[src/design/kbc8042_pkg.sv]
// Shared types and codes for the 8042-style keyboard controller.
package kbc8042_pkg;

  // Bus command codes carried by a request.
  localparam logic [1:0] CMD_READ  = 2'd0;
  localparam logic [1:0] CMD_WRITE = 2'd1;
  localparam logic [1:0] CMD_TICK  = 2'd2;

  // Register offsets on the host bus.
  localparam logic [2:0] PORT_DATA    = 3'd0;
  localparam logic [2:0] PORT_SPEAKER = 3'd1;
  localparam logic [2:0] PORT_TIMER   = 3'd2;
  localparam logic [2:0] PORT_STATUS  = 3'd4;

  // Controller kinds.
  localparam logic [1:0] KIND_AT    = 2'd0;
  localparam logic [1:0] KIND_AT386 = 2'd1;
  localparam logic [1:0] KIND_PS2   = 2'd2;

  // Controller commands written to the status/command port.
  localparam logic [7:0] CC_IF_TEST     = 8'ha9;
  localparam logic [7:0] CC_SELF_TEST   = 8'haa;
  localparam logic [7:0] CC_KBD_TEST    = 8'hab;
  localparam logic [7:0] CC_KBD_DISABLE = 8'had;
  localparam logic [7:0] CC_KBD_ENABLE  = 8'hae;
  localparam logic [7:0] CC_READ_INPUT  = 8'hc0;
  localparam logic [7:0] CC_STATUS_LOW  = 8'hc1;
  localparam logic [7:0] CC_STATUS_HIGH = 8'hc2;
  localparam logic [7:0] CC_READ_OUTPUT = 8'hd0;
  localparam logic [7:0] CC_WRITE_OUTPUT = 8'hd1;
  localparam logic [7:0] CC_WRITE_KBD_BUF = 8'hd2;
  localparam logic [7:0] CC_WRITE_AUX_BUF = 8'hd3;
  localparam logic [7:0] CC_WRITE_AUX     = 8'hd4;
  localparam logic [3:0] CC_PULSE_HIGH    = 4'hf;

  // Write stages armed by the staged-write commands.
  localparam logic [2:0] STAGE_IDLE     = 3'd0;
  localparam logic [2:0] STAGE_OUTPUT   = 3'd1;
  localparam logic [2:0] STAGE_KBD_BUF  = 3'd2;
  localparam logic [2:0] STAGE_AUX_BUF  = 3'd3;
  localparam logic [2:0] STAGE_AUX      = 3'd4;

  // Status read modes.
  localparam logic [1:0] MODE_NORMAL = 2'd0;
  localparam logic [1:0] MODE_LOW    = 2'd1;
  localparam logic [1:0] MODE_HIGH   = 2'd2;

  // Fixed values.
  localparam logic [7:0] SELF_TEST_OK     = 8'h55;
  localparam logic [7:0] INPUT_PORT_RESET = 8'ha0;
  localparam logic [3:0] TOGGLE_RESET     = 4'd10;
  localparam logic [3:0] TOGGLE_AT        = 4'd4;
  localparam logic [3:0] TOGGLE_PS2       = 4'd8;

  // Configuration register indexes.
  localparam logic REG_KIND       = 1'b0;
  localparam logic REG_INPUT_PORT = 1'b1;

  typedef struct packed {
    logic [1:0] command;
    logic [2:0] port;
    logic [7:0] write_data;
    logic       kbd_byte_valid;
    logic [7:0] kbd_byte;
    logic       irq_pending;
    logic       timer_two_out;
  } req_t;

  typedef struct packed {
    logic [7:0] read_data;
    logic       kbd_byte_taken;
    logic       irq_raise;
    logic       kbd_send_valid;
    logic [7:0] kbd_send_byte;
    logic       speaker_update;
    logic [1:0] speaker_bits;
    logic       a20_update;
    logic       a20_enable;
    logic       cpu_reset_pulse;
  } rsp_t;

  typedef struct packed {
    logic [1:0] controller_kind;
    logic [7:0] input_port_value;
  } cfg_t;

endpackage

[src/design/keyboard_controller_8042.sv]
// Top level of the 8042-style keyboard controller: request and response stages, config port.
// A request passes through the request register and then the response register.
// Throughput: one request per cycle; the request and response registers decouple the two sides.
// The only stall comes from a held response backing up through the request register.
// Reset is synchronous and active high; it restores all controller state and the
// configuration registers at once, with no clearing pass.
module keyboard_controller_8042 (
  input  logic               clk,
  input  logic               rst,
  input  logic               psel,
  input  logic               penable,
  input  logic               pwrite,
  input  logic [2:0]         paddr,
  input  logic [31:0]        pwdata,
  output logic [31:0]        prdata,
  output logic               pready,
  input  logic               req_valid,
  output logic               req_stall,
  input  kbc8042_pkg::req_t  req_data,
  output logic               rsp_valid,
  input  logic               rsp_stall,
  output kbc8042_pkg::rsp_t  rsp_data
);

  kbc8042_pkg::cfg_t cfg;
  kbc8042_pkg::req_t s1_req;
  kbc8042_pkg::rsp_t step_rsp;
  logic              s1_valid;
  logic              advance;
  logic              cfg_write;

  // Configuration port: always ready, registers decoded by word address.
  assign pready    = 1'b1;
  assign cfg_write = psel && penable && pwrite;

  always_ff @(posedge clk) begin
    if (rst) begin
      cfg.controller_kind  <= kbc8042_pkg::KIND_AT;
      cfg.input_port_value <= kbc8042_pkg::INPUT_PORT_RESET;
    end else if (cfg_write) begin
      if (paddr[2] == kbc8042_pkg::REG_KIND) begin
        cfg.controller_kind <= pwdata[1:0];
      end else begin
        cfg.input_port_value <= pwdata[7:0];
      end
    end
  end

  assign prdata = (paddr[2] == kbc8042_pkg::REG_KIND) ? {30'd0, cfg.controller_kind}
                                                      : {24'd0, cfg.input_port_value};

  // The request stage moves on unless a response is held.
  assign req_stall = s1_valid && rsp_valid && rsp_stall;
  assign advance   = s1_valid && !(rsp_valid && rsp_stall);

  always_ff @(posedge clk) begin
    if (rst) begin
      s1_valid <= 1'b0;
    end else if (!req_stall) begin
      s1_valid <= req_valid;
    end
  end

  always_ff @(posedge clk) begin
    if (!req_stall) begin
      s1_req <= req_data;
    end
  end

  kbc8042_engine u_engine (
    .clk  (clk),
    .rst  (rst),
    .fire (advance),
    .req  (s1_req),
    .cfg  (cfg),
    .rsp  (step_rsp)
  );

  // Response register.
  always_ff @(posedge clk) begin
    if (rst) begin
      rsp_valid <= 1'b0;
    end else if (advance) begin
      rsp_valid <= 1'b1;
    end else if (!rsp_stall) begin
      rsp_valid <= 1'b0;
    end
  end

  always_ff @(posedge clk) begin
    if (advance) begin
      rsp_data <= step_rsp;
    end
  end

  // A request is only held back when a response is waiting downstream.
  a_stall_cause: assert property (@(posedge clk) disable iff (rst)
    req_stall |-> (rsp_valid && rsp_stall))
    else $error("request stalled without a held response");

  // A request that leaves the request stage shows up as a response next cycle.
  a_advance_rsp: assert property (@(posedge clk) disable iff (rst)
    advance |=> rsp_valid)
    else $error("advanced request produced no response");

  // A processor reset pulse always comes with full addressing.
  a_reset_a20: assert property (@(posedge clk) disable iff (rst)
    (rsp_valid && rsp_data.cpu_reset_pulse) |-> (rsp_data.a20_update && rsp_data.a20_enable))
    else $error("reset pulse without address mask update");

endmodule

[src/design/kbc8042_engine.sv]
// Controller state and the single-pass decode of one bus request.
module kbc8042_engine (
  input  logic                clk,
  input  logic                rst,
  input  logic                fire,
  input  kbc8042_pkg::req_t   req,
  input  kbc8042_pkg::cfg_t   cfg,
  output kbc8042_pkg::rsp_t   rsp
);

  logic [7:0] data_buffer,      data_buffer_next;
  logic [7:0] output_port,      output_port_next;
  logic       buffer_full,      buffer_full_next;
  logic       keyboard_enabled, keyboard_enabled_next;
  logic       sending_flag,     sending_flag_next;
  logic [2:0] write_stage,      write_stage_next;
  logic [1:0] status_mode,      status_mode_next;
  logic [7:0] speaker_byte,     speaker_byte_next;
  logic [3:0] toggle_countdown, toggle_countdown_next;
  logic       refresh_toggle,   refresh_toggle_next;

  // Decode the request against the current state.
  always_comb begin
    data_buffer_next      = data_buffer;
    output_port_next      = output_port;
    buffer_full_next      = buffer_full;
    keyboard_enabled_next = keyboard_enabled;
    sending_flag_next     = sending_flag;
    write_stage_next      = write_stage;
    status_mode_next      = status_mode;
    speaker_byte_next     = speaker_byte;
    toggle_countdown_next = toggle_countdown;
    refresh_toggle_next   = refresh_toggle;
    rsp = '0;

    case (req.command)
      kbc8042_pkg::CMD_TICK: begin
        // Poll the keyboard side for a new byte.
        if (!req.irq_pending && keyboard_enabled && !buffer_full && req.kbd_byte_valid) begin
          rsp.kbd_byte_taken = 1'b1;
          data_buffer_next   = req.kbd_byte;
          buffer_full_next   = 1'b1;
          rsp.irq_raise      = 1'b1;
        end
      end
      kbc8042_pkg::CMD_READ: begin
        case (req.port)
          kbc8042_pkg::PORT_DATA: begin
            rsp.read_data = data_buffer;
            if (cfg.controller_kind != kbc8042_pkg::KIND_AT386) begin
              buffer_full_next = 1'b0;
            end
          end
          kbc8042_pkg::PORT_SPEAKER: begin
            // Reading the speaker port also advances the refresh toggle.
            buffer_full_next = 1'b0;
            if (toggle_countdown == 4'd0) begin
              toggle_countdown_next = (cfg.controller_kind == kbc8042_pkg::KIND_PS2) ?
                                      kbc8042_pkg::TOGGLE_PS2 : kbc8042_pkg::TOGGLE_AT;
              refresh_toggle_next = ~refresh_toggle;
            end else begin
              toggle_countdown_next = toggle_countdown - 4'd1;
            end
            rsp.read_data = {2'b00, speaker_byte[0], refresh_toggle_next,
                             speaker_byte[3:0]};
          end
          kbc8042_pkg::PORT_TIMER: begin
            rsp.read_data = {2'b00, req.timer_two_out, 5'b00000};
          end
          kbc8042_pkg::PORT_STATUS: begin
            // A status read may pull in a waiting keyboard byte first.
            if (!buffer_full && req.kbd_byte_valid) begin
              rsp.kbd_byte_taken = 1'b1;
              data_buffer_next   = req.kbd_byte;
              buffer_full_next   = 1'b1;
              rsp.irq_raise      = !req.irq_pending;
            end
            rsp.read_data[0] = buffer_full_next;
            rsp.read_data[1] = sending_flag;
            rsp.read_data[2] = 1'b1;
            sending_flag_next = 1'b0;
            case (status_mode)
              kbc8042_pkg::MODE_NORMAL: rsp.read_data[4] = !keyboard_enabled;
              kbc8042_pkg::MODE_LOW: begin
                rsp.read_data[3:0] = rsp.read_data[3:0] | cfg.input_port_value[3:0];
              end
              kbc8042_pkg::MODE_HIGH: begin
                rsp.read_data[7:4] = rsp.read_data[7:4] | cfg.input_port_value[3:0];
              end
              default: ;
            endcase
          end
          default: ;
        endcase
      end
      kbc8042_pkg::CMD_WRITE: begin
        case (req.port)
          kbc8042_pkg::PORT_DATA: begin
            status_mode_next = kbc8042_pkg::MODE_NORMAL;
            write_stage_next = kbc8042_pkg::STAGE_IDLE;
            case (write_stage)
              kbc8042_pkg::STAGE_OUTPUT: begin
                output_port_next = req.write_data;
                rsp.a20_update   = 1'b1;
                rsp.a20_enable   = req.write_data[1];
              end
              kbc8042_pkg::STAGE_AUX_BUF, kbc8042_pkg::STAGE_AUX: begin
                data_buffer_next = req.write_data;
              end
              default: begin
                // Idle or keyboard-buffer stage: the byte goes to the keyboard.
                data_buffer_next  = req.write_data;
                sending_flag_next = 1'b1;
                rsp.kbd_send_valid = 1'b1;
                rsp.kbd_send_byte  = req.write_data;
              end
            endcase
          end
          kbc8042_pkg::PORT_SPEAKER: begin
            speaker_byte_next  = req.write_data;
            rsp.speaker_update = 1'b1;
            rsp.speaker_bits   = req.write_data[1:0];
          end
          kbc8042_pkg::PORT_STATUS: begin
            // Controller command.
            case (req.write_data)
              kbc8042_pkg::CC_IF_TEST, kbc8042_pkg::CC_KBD_TEST: begin
                data_buffer_next = 8'h00;
                buffer_full_next = 1'b1;
                rsp.irq_raise    = !req.irq_pending;
              end
              kbc8042_pkg::CC_SELF_TEST: begin
                data_buffer_next = kbc8042_pkg::SELF_TEST_OK;
                buffer_full_next = 1'b1;
                rsp.irq_raise    = !req.irq_pending;
              end
              kbc8042_pkg::CC_KBD_DISABLE: keyboard_enabled_next = 1'b0;
              kbc8042_pkg::CC_KBD_ENABLE:  keyboard_enabled_next = 1'b1;
              kbc8042_pkg::CC_READ_INPUT: begin
                data_buffer_next = cfg.input_port_value;
                buffer_full_next = 1'b1;
                rsp.irq_raise    = !req.irq_pending;
              end
              kbc8042_pkg::CC_STATUS_LOW:  status_mode_next = kbc8042_pkg::MODE_LOW;
              kbc8042_pkg::CC_STATUS_HIGH: status_mode_next = kbc8042_pkg::MODE_HIGH;
              kbc8042_pkg::CC_READ_OUTPUT: begin
                data_buffer_next = output_port;
                buffer_full_next = 1'b1;
                rsp.irq_raise    = !req.irq_pending;
              end
              kbc8042_pkg::CC_WRITE_OUTPUT:  write_stage_next = kbc8042_pkg::STAGE_OUTPUT;
              kbc8042_pkg::CC_WRITE_KBD_BUF: write_stage_next = kbc8042_pkg::STAGE_KBD_BUF;
              kbc8042_pkg::CC_WRITE_AUX_BUF: write_stage_next = kbc8042_pkg::STAGE_AUX_BUF;
              kbc8042_pkg::CC_WRITE_AUX:     write_stage_next = kbc8042_pkg::STAGE_AUX;
              default: begin
                // Even codes in the top row pulse the processor reset.
                if (req.write_data[7:4] == kbc8042_pkg::CC_PULSE_HIGH &&
                    !req.write_data[0]) begin
                  rsp.cpu_reset_pulse = 1'b1;
                  rsp.a20_update      = 1'b1;
                  rsp.a20_enable      = 1'b1;
                end
              end
            endcase
            sending_flag_next = 1'b1;
          end
          default: ;
        endcase
      end
      default: ;
    endcase
  end

  // Controller state, updated once per request.
  always_ff @(posedge clk) begin
    if (rst) begin
      data_buffer      <= 8'h00;
      output_port      <= 8'h00;
      buffer_full      <= 1'b0;
      keyboard_enabled <= 1'b0;
      sending_flag     <= 1'b0;
      write_stage      <= kbc8042_pkg::STAGE_IDLE;
      status_mode      <= kbc8042_pkg::MODE_NORMAL;
      speaker_byte     <= 8'h00;
      toggle_countdown <= kbc8042_pkg::TOGGLE_RESET;
      refresh_toggle   <= 1'b0;
    end else if (fire) begin
      data_buffer      <= data_buffer_next;
      output_port      <= output_port_next;
      buffer_full      <= buffer_full_next;
      keyboard_enabled <= keyboard_enabled_next;
      sending_flag     <= sending_flag_next;
      write_stage      <= write_stage_next;
      status_mode      <= status_mode_next;
      speaker_byte     <= speaker_byte_next;
      toggle_countdown <= toggle_countdown_next;
      refresh_toggle   <= refresh_toggle_next;
    end
  end

endmodule

[config.mk]
export PLATFORM = sky130hd
export DESIGN_NAME = keyboard_controller_8042
export DESIGN_NICKNAME = d
export VERILOG_FILES = /design/src/design/kbc8042_pkg.sv /design/src/design/keyboard_controller_8042.sv /design/src/design/kbc8042_engine.sv
export SDC_FILE = /design/constraint.sdc
export NUM_CORES = 1
export LEC_CHECK = 0
export BUFFER_PORTS_ARGS = -buffer_cell sky130_fd_sc_hd__buf_2
export CORE_ASPECT_RATIO = 1.2
export CORE_MARGIN = 8
export CORE_UTILIZATION = 44
export DETAILED_ROUTE_END_ITERATION = 7
export HOLD_SLACK_MARGIN = 0.05
export PLACE_DENSITY = 0.67
export SYNTH_ARGS = -nofsm -noshare
export SYNTH_HDL_FRONTEND = slang
export SYNTH_HIERARCHICAL = 1
export SYNTH_SLANG_ARGS = --single-unit
export TNS_END_PERCENT = 5
[constraint.sdc]
create_clock -name clk -period 12.1 [get_ports clk]
set_input_delay 2.42 -clock clk [delete_from_list [all_inputs] [get_ports clk]]
set_output_delay 2.42 -clock clk [all_outputs]
set_load 0.005 [all_outputs]
# After elaboration in Yosys (flattened, before gate mapping)
# Index checks and enable logic that the tools add are counted.
[word_totals]
latchBits = 0
word_cells = 169
memories = 0
in_bits = 66
ramBits = 0
ff_bits = 94
out_inout_bits = 60
mem_bits_ro = 0
[classes]
n_shift = 0
reduce_logical = 43
multipliers = 0
eq_ne = 40
add_sub_neg = 1
div_mod_pow = 0
bitwise = 6
n_mux = 48
n_lt_le_gt_ge = 0
[op_table]
columns = ["op", "count"]
rows = [
  ["equality test 8 bit (second input constant)", 13],
  ["one-hot mux 8 bit (4 select lines)", 2],
  ["2-to-1 mux 8 bit", 5],
  ["one-hot mux 8 bit (3 select lines)", 1],
  ["one-hot mux 8 bit (2 select lines)", 1],
  ["AND reduction 4 bit", 4],
  ["OR reduction 15 bit", 1],
  ["2-to-1 mux 1 bit", 14],
  ["OR reduction 13 bit", 1],
  ["2-to-1 mux 3 bit", 4],
  ["2-to-1 mux 4 bit", 3],
  ["one-hot mux 2 bit (2 select lines)", 3],
  ["one-hot mux 3 bit (4 select lines)", 1],
  ["logical AND 1 bit", 11],
  ["one-hot mux 1 bit (2 select lines)", 5],
  ["OR reduction 5 bit", 2],
  ["2-to-1 mux 9 bit", 1],
  ["inequality test 3 bit (second input constant)", 3],
  ["one-hot mux 1 bit (3 select lines)", 3],
  ["2-to-1 mux 2 bit", 4],
  ["inequality test 2 x 1 -> 1 bit (second input constant)", 4],
  ["AND reduction 2 bit", 4],
  ["AND reduction 8 bit", 1],
  ["AND reduction 7 bit", 1],
  ["other kinds (26)", 46],
]

# Longest topological paths before layout
# Gate-level depths: netlist (run 1).
[depth]
word_depth = 8
depth_mapped = 8

# Hierarchy
# The synthesis (run 1) kept the hierarchy.
[modules_own_cells]
columns = ["mod", "cells_each", "area_per_inst_um2", "n_inst"]
rows = [
  ["kbc8042_engine", 310, 2381.0, 1],
  ["keyboard_controller_8042", 137, 2270.9, 1],
]

# Least setup slack after synthesis (run 1)
# OpenSTA, ideal clock, no wires.
[synth_path]
path_type = "input port to flip-flop"
startpoint = "input rsp_stall"
endpoint = "register u_engine.write_stage[2]"
slack_ns = 6.307
setup_time_ns = 0.138
cell_stages = 5
n_path_buf = 0
arrival_ns = 5.655
cell_sequence = "a21boi_0 > nand3_1 > or3_1 > a21oi_1 > nor4_1"
[synth_between]
elab_chain_cells = 4
[synth_rtl]
columns = ["element", "line_no", "text"]
rows = [
  ["from (decl)", "keyboard_controller_8042.sv:21", "input logic rsp_stall,"],
  ["logical AND 1 bit", "keyboard_controller_8042.sv:54", "assign advance = s1_valid && !(rsp_valid && rsp_stall);"],
  ["zero test 1 bit", "keyboard_controller_8042.sv:54", ""],
  ["logical AND 1 bit", "keyboard_controller_8042.sv:54", ""],
  ["AND reduction 4 bit (no source line)", "-", ""],
  ["to (signal assigned)", "kbc8042_engine.sv:182", "write_stage <= kbc8042_pkg::STAGE_IDLE;"],
  ["to (signal assigned)", "kbc8042_engine.sv:193", "write_stage <= write_stage_next;"],
  ["to (decl)", "kbc8042_engine.sv:16", "logic [2:0] write_stage, write_stage_next;"],
]
# No other way between the ends.
# A chain may end at the register's enable or synchronous reset.

# Final worst setup path (run 1)
[layout_path]
startpoint = "input rsp_stall"
endpoint = "output req_stall"
[layout_between]
elab_chain_cells = 1
[layout_rtl]
columns = ["element", "line_no", "text"]
rows = [
  ["logical AND 1 bit", "keyboard_controller_8042.sv:53", "assign req_stall = s1_valid && rsp_valid && rsp_stall;"],
  ["to (decl)", "keyboard_controller_8042.sv:18", "output logic req_stall,"],
]
# No other way between the ends.

==> flow_metrics.py, run 1 <==
metrics = {
    "critical_path": {
        "critPathKind": "in2out",
        "max_stage_delay_ns": 0.34,
        "startpoint": "rsp_stall",
        "reg2reg_to": "u_engine/data_buffer[6]",
        "critPathMaxFanout": 26,
        "worstPathCellList": "buf_2, nand3_1, buf_4, inv_1, buf_2",
        "cp_data_arrival_time_ns": 3.18,
        "cp-endpoint": "req_stall",
        "path_common_cell": "buf_2",
        "cp.required_ns": 9.68,
        "crit_path_top_delay_cell": "buf_4",
        "cp-start-kind": "input port",
        "r2r_start": "s1_req[21]",
        "worstRegToRegCells": 5,
        "rrSetupSlack_ns": 9.31,
        "worst_setup_path_end_kind": "output port",
    },
    "min_path": {
        "min_path_cells": 2,
        "hold_class": "reg2reg",
    },
    "global_routing": {
        "track_usage_pct": 16.2,
        "met3_usage_pct": 3.35,
        "met1_usage_pct": 18.6,
        "globalRouteOverflowTotal": 0,
        "use_met2_pct": 28.1,
        "grt_pass1_vias": 3564,
        "antenna_found_initial": 0,
        "grt.busiest_layer": "met2",
        "grt_max_degree": 52,
        "grt_pass1_wl_mm": 18.0,
    },
    "clock_network": {
        "h-tree-depth": 3,
        "clk_pin_slew_ns": 0.06,
        "clock_tree.buffer_depth": 2,
        "clkLatencyLatePin_ns": 0.34,
        "post_cts_buffers": 0,
        "cts_sinks": 94,
        "cts_tree": "yes",
        "cts_root_buf": "clkbuf_16",
        "cts_buffers": 9,
        "hold_buffers": 0,
        "post_cts_resized": 0,
    },
    "placement": {
        "io_buffers": 74,
        "hpwl_mm": 7.94,
        "gp_congestion": 0.865,
    },
    "route": {
        "viasPerCell": 5.53,
        "drtIter0Drc": 242,
        "post_drt_wl_per_cell_microns": 17.6,
        "postRouteAntennaNets": 0,
        "totalWireLength_mm": 11.2,
        "drt_pre_antenna_iters": 5,
        "route.vias.total": 3538,
        "drcViolationCount": 0,
    },
    "flow_run": {
        "drv_cap": 0,
    },
    "layout": {
        "final_nets": 572,
        "final_cell_mix": "buf_2, nor2_1, edfxtp_1, dfxtp_1, mux2i_1",
        "drive_gt1_share_pct": 22.5,
        "area_growth_pct": 13.7,
        "final_common_cell": "buf_2",
        "n_antenna_cell": 0,
    },
    "pwr": {
        "power.total_mw": 0.712,
        "p_seq_share_pct": 50.6,
        "swShare_pct": 21.8,
        "p_int_mw": 0.557,
        "clkPwrFrac_pct": 42.5,
        "power_leakage_nw": 2.10,
        "power_density_mw_per_mm2": 135,
        "ir_drop_v": 0.0000810,
        "combPwrFrac_pct": 6.9,
        "p_sw_mw": 0.155,
    },
    "sta": {
        "fin_skew_ns": 0.00490,
        "hold_viol": 0,
        "max_slew.worst_pin.slew_ns": 0.925,
        "finalCritPeriodShare_pct": 46.3,
        "finalSetupTns_ns": 0,
        "slew_viol_final": 0,
        "fmax_mhz": 179,
        "finalSetupViolCount": 0,
        "rsz0062_at_grt": "false",
        "fin_crit_ns": 5.60,
        "slew-limit-headroom_pct": 38.3,
    },
    "logic_synthesis": {
        "synth_top_cell_area_share_pct": 31.6,
        "ys_warn_count": 6,
        "synth.distinct_cells": 64,
        "synth-edff-count": 49,
        "netlist_instances": 447,
        "synth-seq-area-share_pct": 51.0,
        "synthesis.area_sq_mm": 0.00465,
        "ys_ff_latch": 94,
        "async_flop_share_pct": 0,
        "synth_top_area_cell": "edfxtp_1",
        "ys_top_cells_by_area": "edfxtp_1, dfxtp_1, mux2i_1, buf_4, nor2_1",
        "synth_ff_type": "edfxtp_1",
        "postSynthAreaPerCell_sq_um": 10.4,
    },
    "die": {
        "core_sq_mm": 0.0104,
        "ios": 126,
        "dieArea_sq_mm": 0.0141,
        "initial_core_util_pct": 44.7,
        "die_w_microns": 110,
        "die_h_microns": 129,
        "rows": 41,
    },
    "status": {
        "status": "finished clean",
    },
}
## worst max-delay path: cells and delay by family
family | cells | cell delay, ns
buffers and inverters | 4 | 0.67
AND/OR/NAND/NOR | 1 | 0.08
## synth_stat cells, drive strengths merged, types with 2 or more instances
cell type  count
a2111oi        2
conb           2
edfxtp        49
nand3         13
nor4           4
nor2          54
or3b           2
and4           2
nor4b          3
buf           39
a21oi         32
a221oi         4
and4b          3
o211ai         6
nand2         14
o21ai         10
and2          16
xor2           4
nand4b         2
a211oi         3
a2bb2oi        2
inv            6
nor3          15
clkbuf        13
a22oi          2
and3           6
o41ai          2
nand4          6
nand2b        18
or3            4
a31oi          3
mux2i         32
nor3b          6
a311oi         3
nor2b          4
dfxtp         45
mux2           3
## through the flow
step,instances,util (%),worst slack (ns),cell area (sq um),hold WS (ns)
after global routing,640,50.8,6.43,5290,0.518
after detailed placement,624,47.6,6.50,4960,0.480
after CTS,640,50.8,6.49,5290,0.486
after global placement,624,47.6,6.51,4960,0.469
after floorplan,470,-,6.31,4740,0.452
final,640,50.8,6.50,5290,0.494
## cell type report
class / count / area (sq um)
clock inverters: 2 / 35.0
multi-input cells: 318 / 2010
fillers: 976 / 5120
inverters: 6 / 22.5
well taps: 129 / 161
flip-flops and latches: 94 / 2370
clock buffers: 14 / 295
repair buffers: 77 / 393
## power groups by stage
stage          sequential, mW  combinational, mW  clock [mW]
3_5_place_dp            0.367             0.0491           0
5_1_grt                 0.362             0.0545       0.324
4_1_cts                 0.360             0.0494       0.310
3_3_place_gp            0.367             0.0478           0
2_1_floorplan           0.359             0.0421           0
6_report                0.360             0.0494       0.303
## how the worst min path moves through the flow
stage,from,end,slack [ns]
final,u_engine/write_stage[1],u_engine/write_stage[1],0.49
after global placement,u_engine/output_port[1],u_engine/output_port[1],0.47
after detailed placement,u_engine/write_stage[1],u_engine/write_stage[1],0.48
after global routing,u_engine/write_stage[1],u_engine/write_stage[1],0.52
after CTS,u_engine/write_stage[1],u_engine/write_stage[1],0.49
after floorplan,s1_valid,rsp_valid,0.45
## per-layer routing
metal  up-vias  part of all wire [%]
met1      1693                    41
li1       1695                     -
met5         -                     0
met4         0                   1.5
met2       137                    51
met3        13                   6.2
## state kept, by name, summed over array words and instances (netlist names), 2 cells and up
register / cells
rsp_data: 25
s1_req: 24
cfg: 10
u_engine/data_buffer: 8
u_engine/output_port: 8
u_engine/speaker_byte: 4
u_engine/toggle_countdown: 4
u_engine/write_stage: 3
u_engine/status_mode: 2
## logic make-up (layout without fill, tap and decap cells)
group	Yosys count	count (layout)	share of synthesized area [%]
XOR/XNOR	4	4	0.753
flip-flops	94	94	51.0
AO/OA/AOI/OAI	78	78	11.4
other	2	25	0.161
AND/OR/NAND/NOR	176	176	21.2
multiplexers	35	35	7.61
buffers and inverters	58	99	7.88
(Power assumes the default switching activity.)
==> run 2: changes to the inputs <==
- ABC_AREA: unset -> 1
- PLACE_DENSITY: 0.67 -> 0.69
- clock period: 12.1 -> 4.8 ns (I/O delays scaled with it)
==> run 2 against run 1 <==
  * Power rose by 140%
  * Area after synthesis rose by 1.2%
  * Worst setup slack got worse by 4.3 ns
  * Cell count rose by 24%
  * Critical path depth rose by 9
  * Global-route usage fell by 1.1 points
  * Register-to-register slack got worse by 6.7 ns
  * Sequential power rose by 150%
  * Non-clock buffer count fell by 1
  * Synthesized cell count rose by 30%
  * First-iteration DRC count rose by 5.8%
  * Core utilization rose by 0.43 points
==> flow_metrics.py, run 2 <==
metrics = {
    "status": {
        "status": "finished clean",
    },
    "die": {
        "rows": 41,
        "core_sq_mm": 0.0105,
        "ios": 126,
        "initial_core_util_pct": 45.0,
        "die_w_microns": 110,
        "dieArea_sq_mm": 0.0143,
        "die_h_microns": 129,
    },
    "clock_network": {
        "clock_tree.buffer_depth": 2,
        "clk_pin_slew_ns": 0.06,
        "cts_tree": "yes",
        "cts_sinks": 94,
        "post_cts_resized": 0,
        "h-tree-depth": 3,
        "cts_root_buf": "clkbuf_16",
        "cts_buffers": 9,
        "clkLatencyLatePin_ns": 0.34,
        "post_cts_buffers": 0,
        "hold_buffers": 0,
    },
    "sta": {
        "fin_crit_ns": 2.61,
        "finalCritPeriodShare_pct": 54.3,
        "finalSetupViolCount": 0,
        "hold_viol": 0,
        "rsz0062_at_grt": "false",
        "fmax_mhz": 384,
        "max_slew.worst_pin.slew_ns": 0.922,
        "slew_viol_final": 0,
        "finalSetupTns_ns": 0,
        "slew-limit-headroom_pct": 38.4,
        "fin_skew_ns": 0.00728,
    },
    "layout": {
        "fill_cells": 1037,
        "fin_cells": 791,
        "seq_area_sq_mm": 0.00237,
        "drive_gt1_share_pct": 18.3,
        "n_antenna_cell": 0,
        "final_common_cell": "nand2_1",
        "largest_reg_flops": 25,
        "area_growth_pct": 13.9,
        "multi_input_area_sq_mm": 0.00188,
        "final_cell_mix": "nand2_1, nor2_1, buf_2, inv_1, edfxtp_1",
        "final_nets": 723,
        "top_regs": "rsp_data (25), s1_req (24), cfg (10)",
        "regMostFlops": "rsp_data",
    },
    "min_path": {
        "hold_end": "u_engine/toggle_countdown[1]",
        "hold_class": "reg2reg",
        "hp-start": "u_engine/toggle_countdown[1]",
        "min_path_cells": 2,
    },
    "logic_synthesis": {
        "synth-seq-area-share_pct": 50.4,
        "async_flop_share_pct": 0,
        "ys_top_cells_by_area": "edfxtp_1, dfxtp_1, nand2_1, nor2_1, inv_1",
        "synth_top_cell_area_share_pct": 31.3,
        "yosys-top-cells-count": "nand2_1, nor2_1, inv_1, edfxtp_1, nand3_1",
        "synth_top_area_cell": "edfxtp_1",
        "netlist_instances": 582,
        "synth-edff-count": 49,
        "synth.distinct_cells": 39,
        "ys_ff_latch": 94,
        "yosysMostFrequentCell": "nand2_1",
        "synth_ff_type": "edfxtp_1",
        "synthesis.area_sq_mm": 0.00471,
        "ys_warn_count": 6,
        "postSynthAreaPerCell_sq_um": 8.09,
    },
    "global_routing": {
        "antenna_found_initial": 0,
        "grt_max_degree": 30,
        "globalRouteOverflowTotal": 0,
        "track_usage_pct": 15.1,
        "grt_pass1_wl_mm": 17.8,
        "grt_pass1_vias": 3733,
    },
    "route": {
        "drt_pre_antenna_iters": 5,
        "post_drt_wl_per_cell_microns": 13.6,
        "totalWireLength_mm": 10.7,
        "drtIter0Drc": 256,
        "drcViolationCount": 0,
        "route.vias.total": 3914,
        "postRouteAntennaNets": 0,
        "viasPerCell": 4.95,
    },
    "critical_path": {
        "worst_setup_path_end_kind": "register",
        "worstPathCellList": "buf_2, nand2_1, inv_1, nor2_2, buf_4, inv_1, nor2_1, nand3_1, nand2_1, nand2_1, nor2_4, nand2_4, nor2_1, nor2_1",
        "critPathKind": "in2reg",
        "path_buf_inv": 4,
        "reg2reg_to": "u_engine/data_buffer[7]",
        "cp-start-kind": "input port",
        "cp.required_ns": 5.03,
        "worstRegToRegCells": 13,
        "cp_data_arrival_time_ns": 2.84,
        "critPathMaxFanout": 24,
        "max_stage_delay_ns": 0.37,
        "rrSetupSlack_ns": 2.60,
        "cp_top_family": "simple AND/OR/NAND/NOR gates",
        "r2r_start": "rsp_valid",
        "crit_path_top_delay_cell": "buf_4",
    },
    "pwr": {
        "power.total_mw": 1.72,
        "ir_drop_v": 0.000219,
        "power_density_mw_per_mm2": 321,
        "p_seq_share_pct": 51.8,
        "combPwrFrac_pct": 8.3,
        "p_int_mw": 1.32,
        "clkPwrFrac_pct": 39.8,
        "p_sw_mw": 0.400,
        "swShare_pct": 23.3,
        "power_leakage_nw": 2.52,
    },
    "flow_run": {
        "drv_cap": 0,
    },
    "placement": {
        "hpwl_mm": 8.13,
        "io_buffers": 74,
        "dp_cells": 775,
        "gp_congestion": 0.880,
    },
}
[run 2: worst max-delay path by stage]
| stage | startpoint | to | cells past startpoint |
|---|---|---|---|
| after floorplan | rsp_stall | u_engine/data_buffer[1] | 13 |
| after global placement | rsp_stall | u_engine/data_buffer[6] | 15 |
| after detailed placement | rsp_stall | u_engine/toggle_countdown[3] | 12 |
| after CTS | rsp_stall | u_engine/data_buffer[4] | 15 |
| after global routing | rsp_stall | u_engine/data_buffer[0] | 15 |
| final | rsp_stall | u_engine/data_buffer[7] | 14 |
[run 2: per-layer routing]
layer	vias to the layer above	global-route usage, %	part of all wire, %
met5	-	0	0
met4	0	7.25	2.1
met3	14	3.84	4.9
met2	112	25.6	50
met1	1808	17.7	43
li1	1980	-	-
[run 2: cell families (layout without fill, tap and decap cells)]
kind of cell / Yosys count / count (layout) / share of synthesized area, %
other: 2 / 25 / 0.160
AND/OR/NAND/NOR: 307 / 307 / 29.2
XOR/XNOR: 1 / 1 / 0.186
buffers and inverters: 108 / 165 / 11.6
AO/OA/AOI/OAI: 70 / 70 / 8.50
flip-flops: 94 / 94 / 50.4
[run 2: final cells by class]
type                       instances  share of cell area (%)
clock buffer                      11                    4.34
clock inverter                     5                   0.957
inverter                          73                    5.18
multi-input combinational        403                    35.1
sequential                        94                    44.2
tap                              129                    3.01
timing repair buffer              76                    7.19
[run 2: metrics by stage]
stage	utilization, %	hold slack (ns)	worst slack, ns	cell area (sq um)
6_report	51.2	0.463	2.19	5360
5_1_grt	51.2	0.483	1.91	5360
4_1_cts	51.2	0.467	2.18	5360
3_5_place_dp	48.5	0.453	1.84	5080
3_3_place_gp	48.5	0.442	1.90	5080
2_1_floorplan	-	0.430	1.34	4790
[run 2: tightest hold or removal path, stage by stage, from the launching register on]
cell and delay [ns]:
dfxtp_1 0.33, nand2_1 0.05, nand3_1 0.05
[run 2: power groups by stage]
| stage | sequential (mW) | clock, mW | combinational [mW] |
|---|---|---|---|
| floorplan | 0.905 | 0 | 0.110 |
| global placement | 0.907 | 0 | 0.139 |
| detailed placement | 0.909 | 0 | 0.142 |
| CTS | 0.891 | 0.699 | 0.143 |
| global route | 0.894 | 0.732 | 0.164 |
| finish | 0.891 | 0.685 | 0.143 |
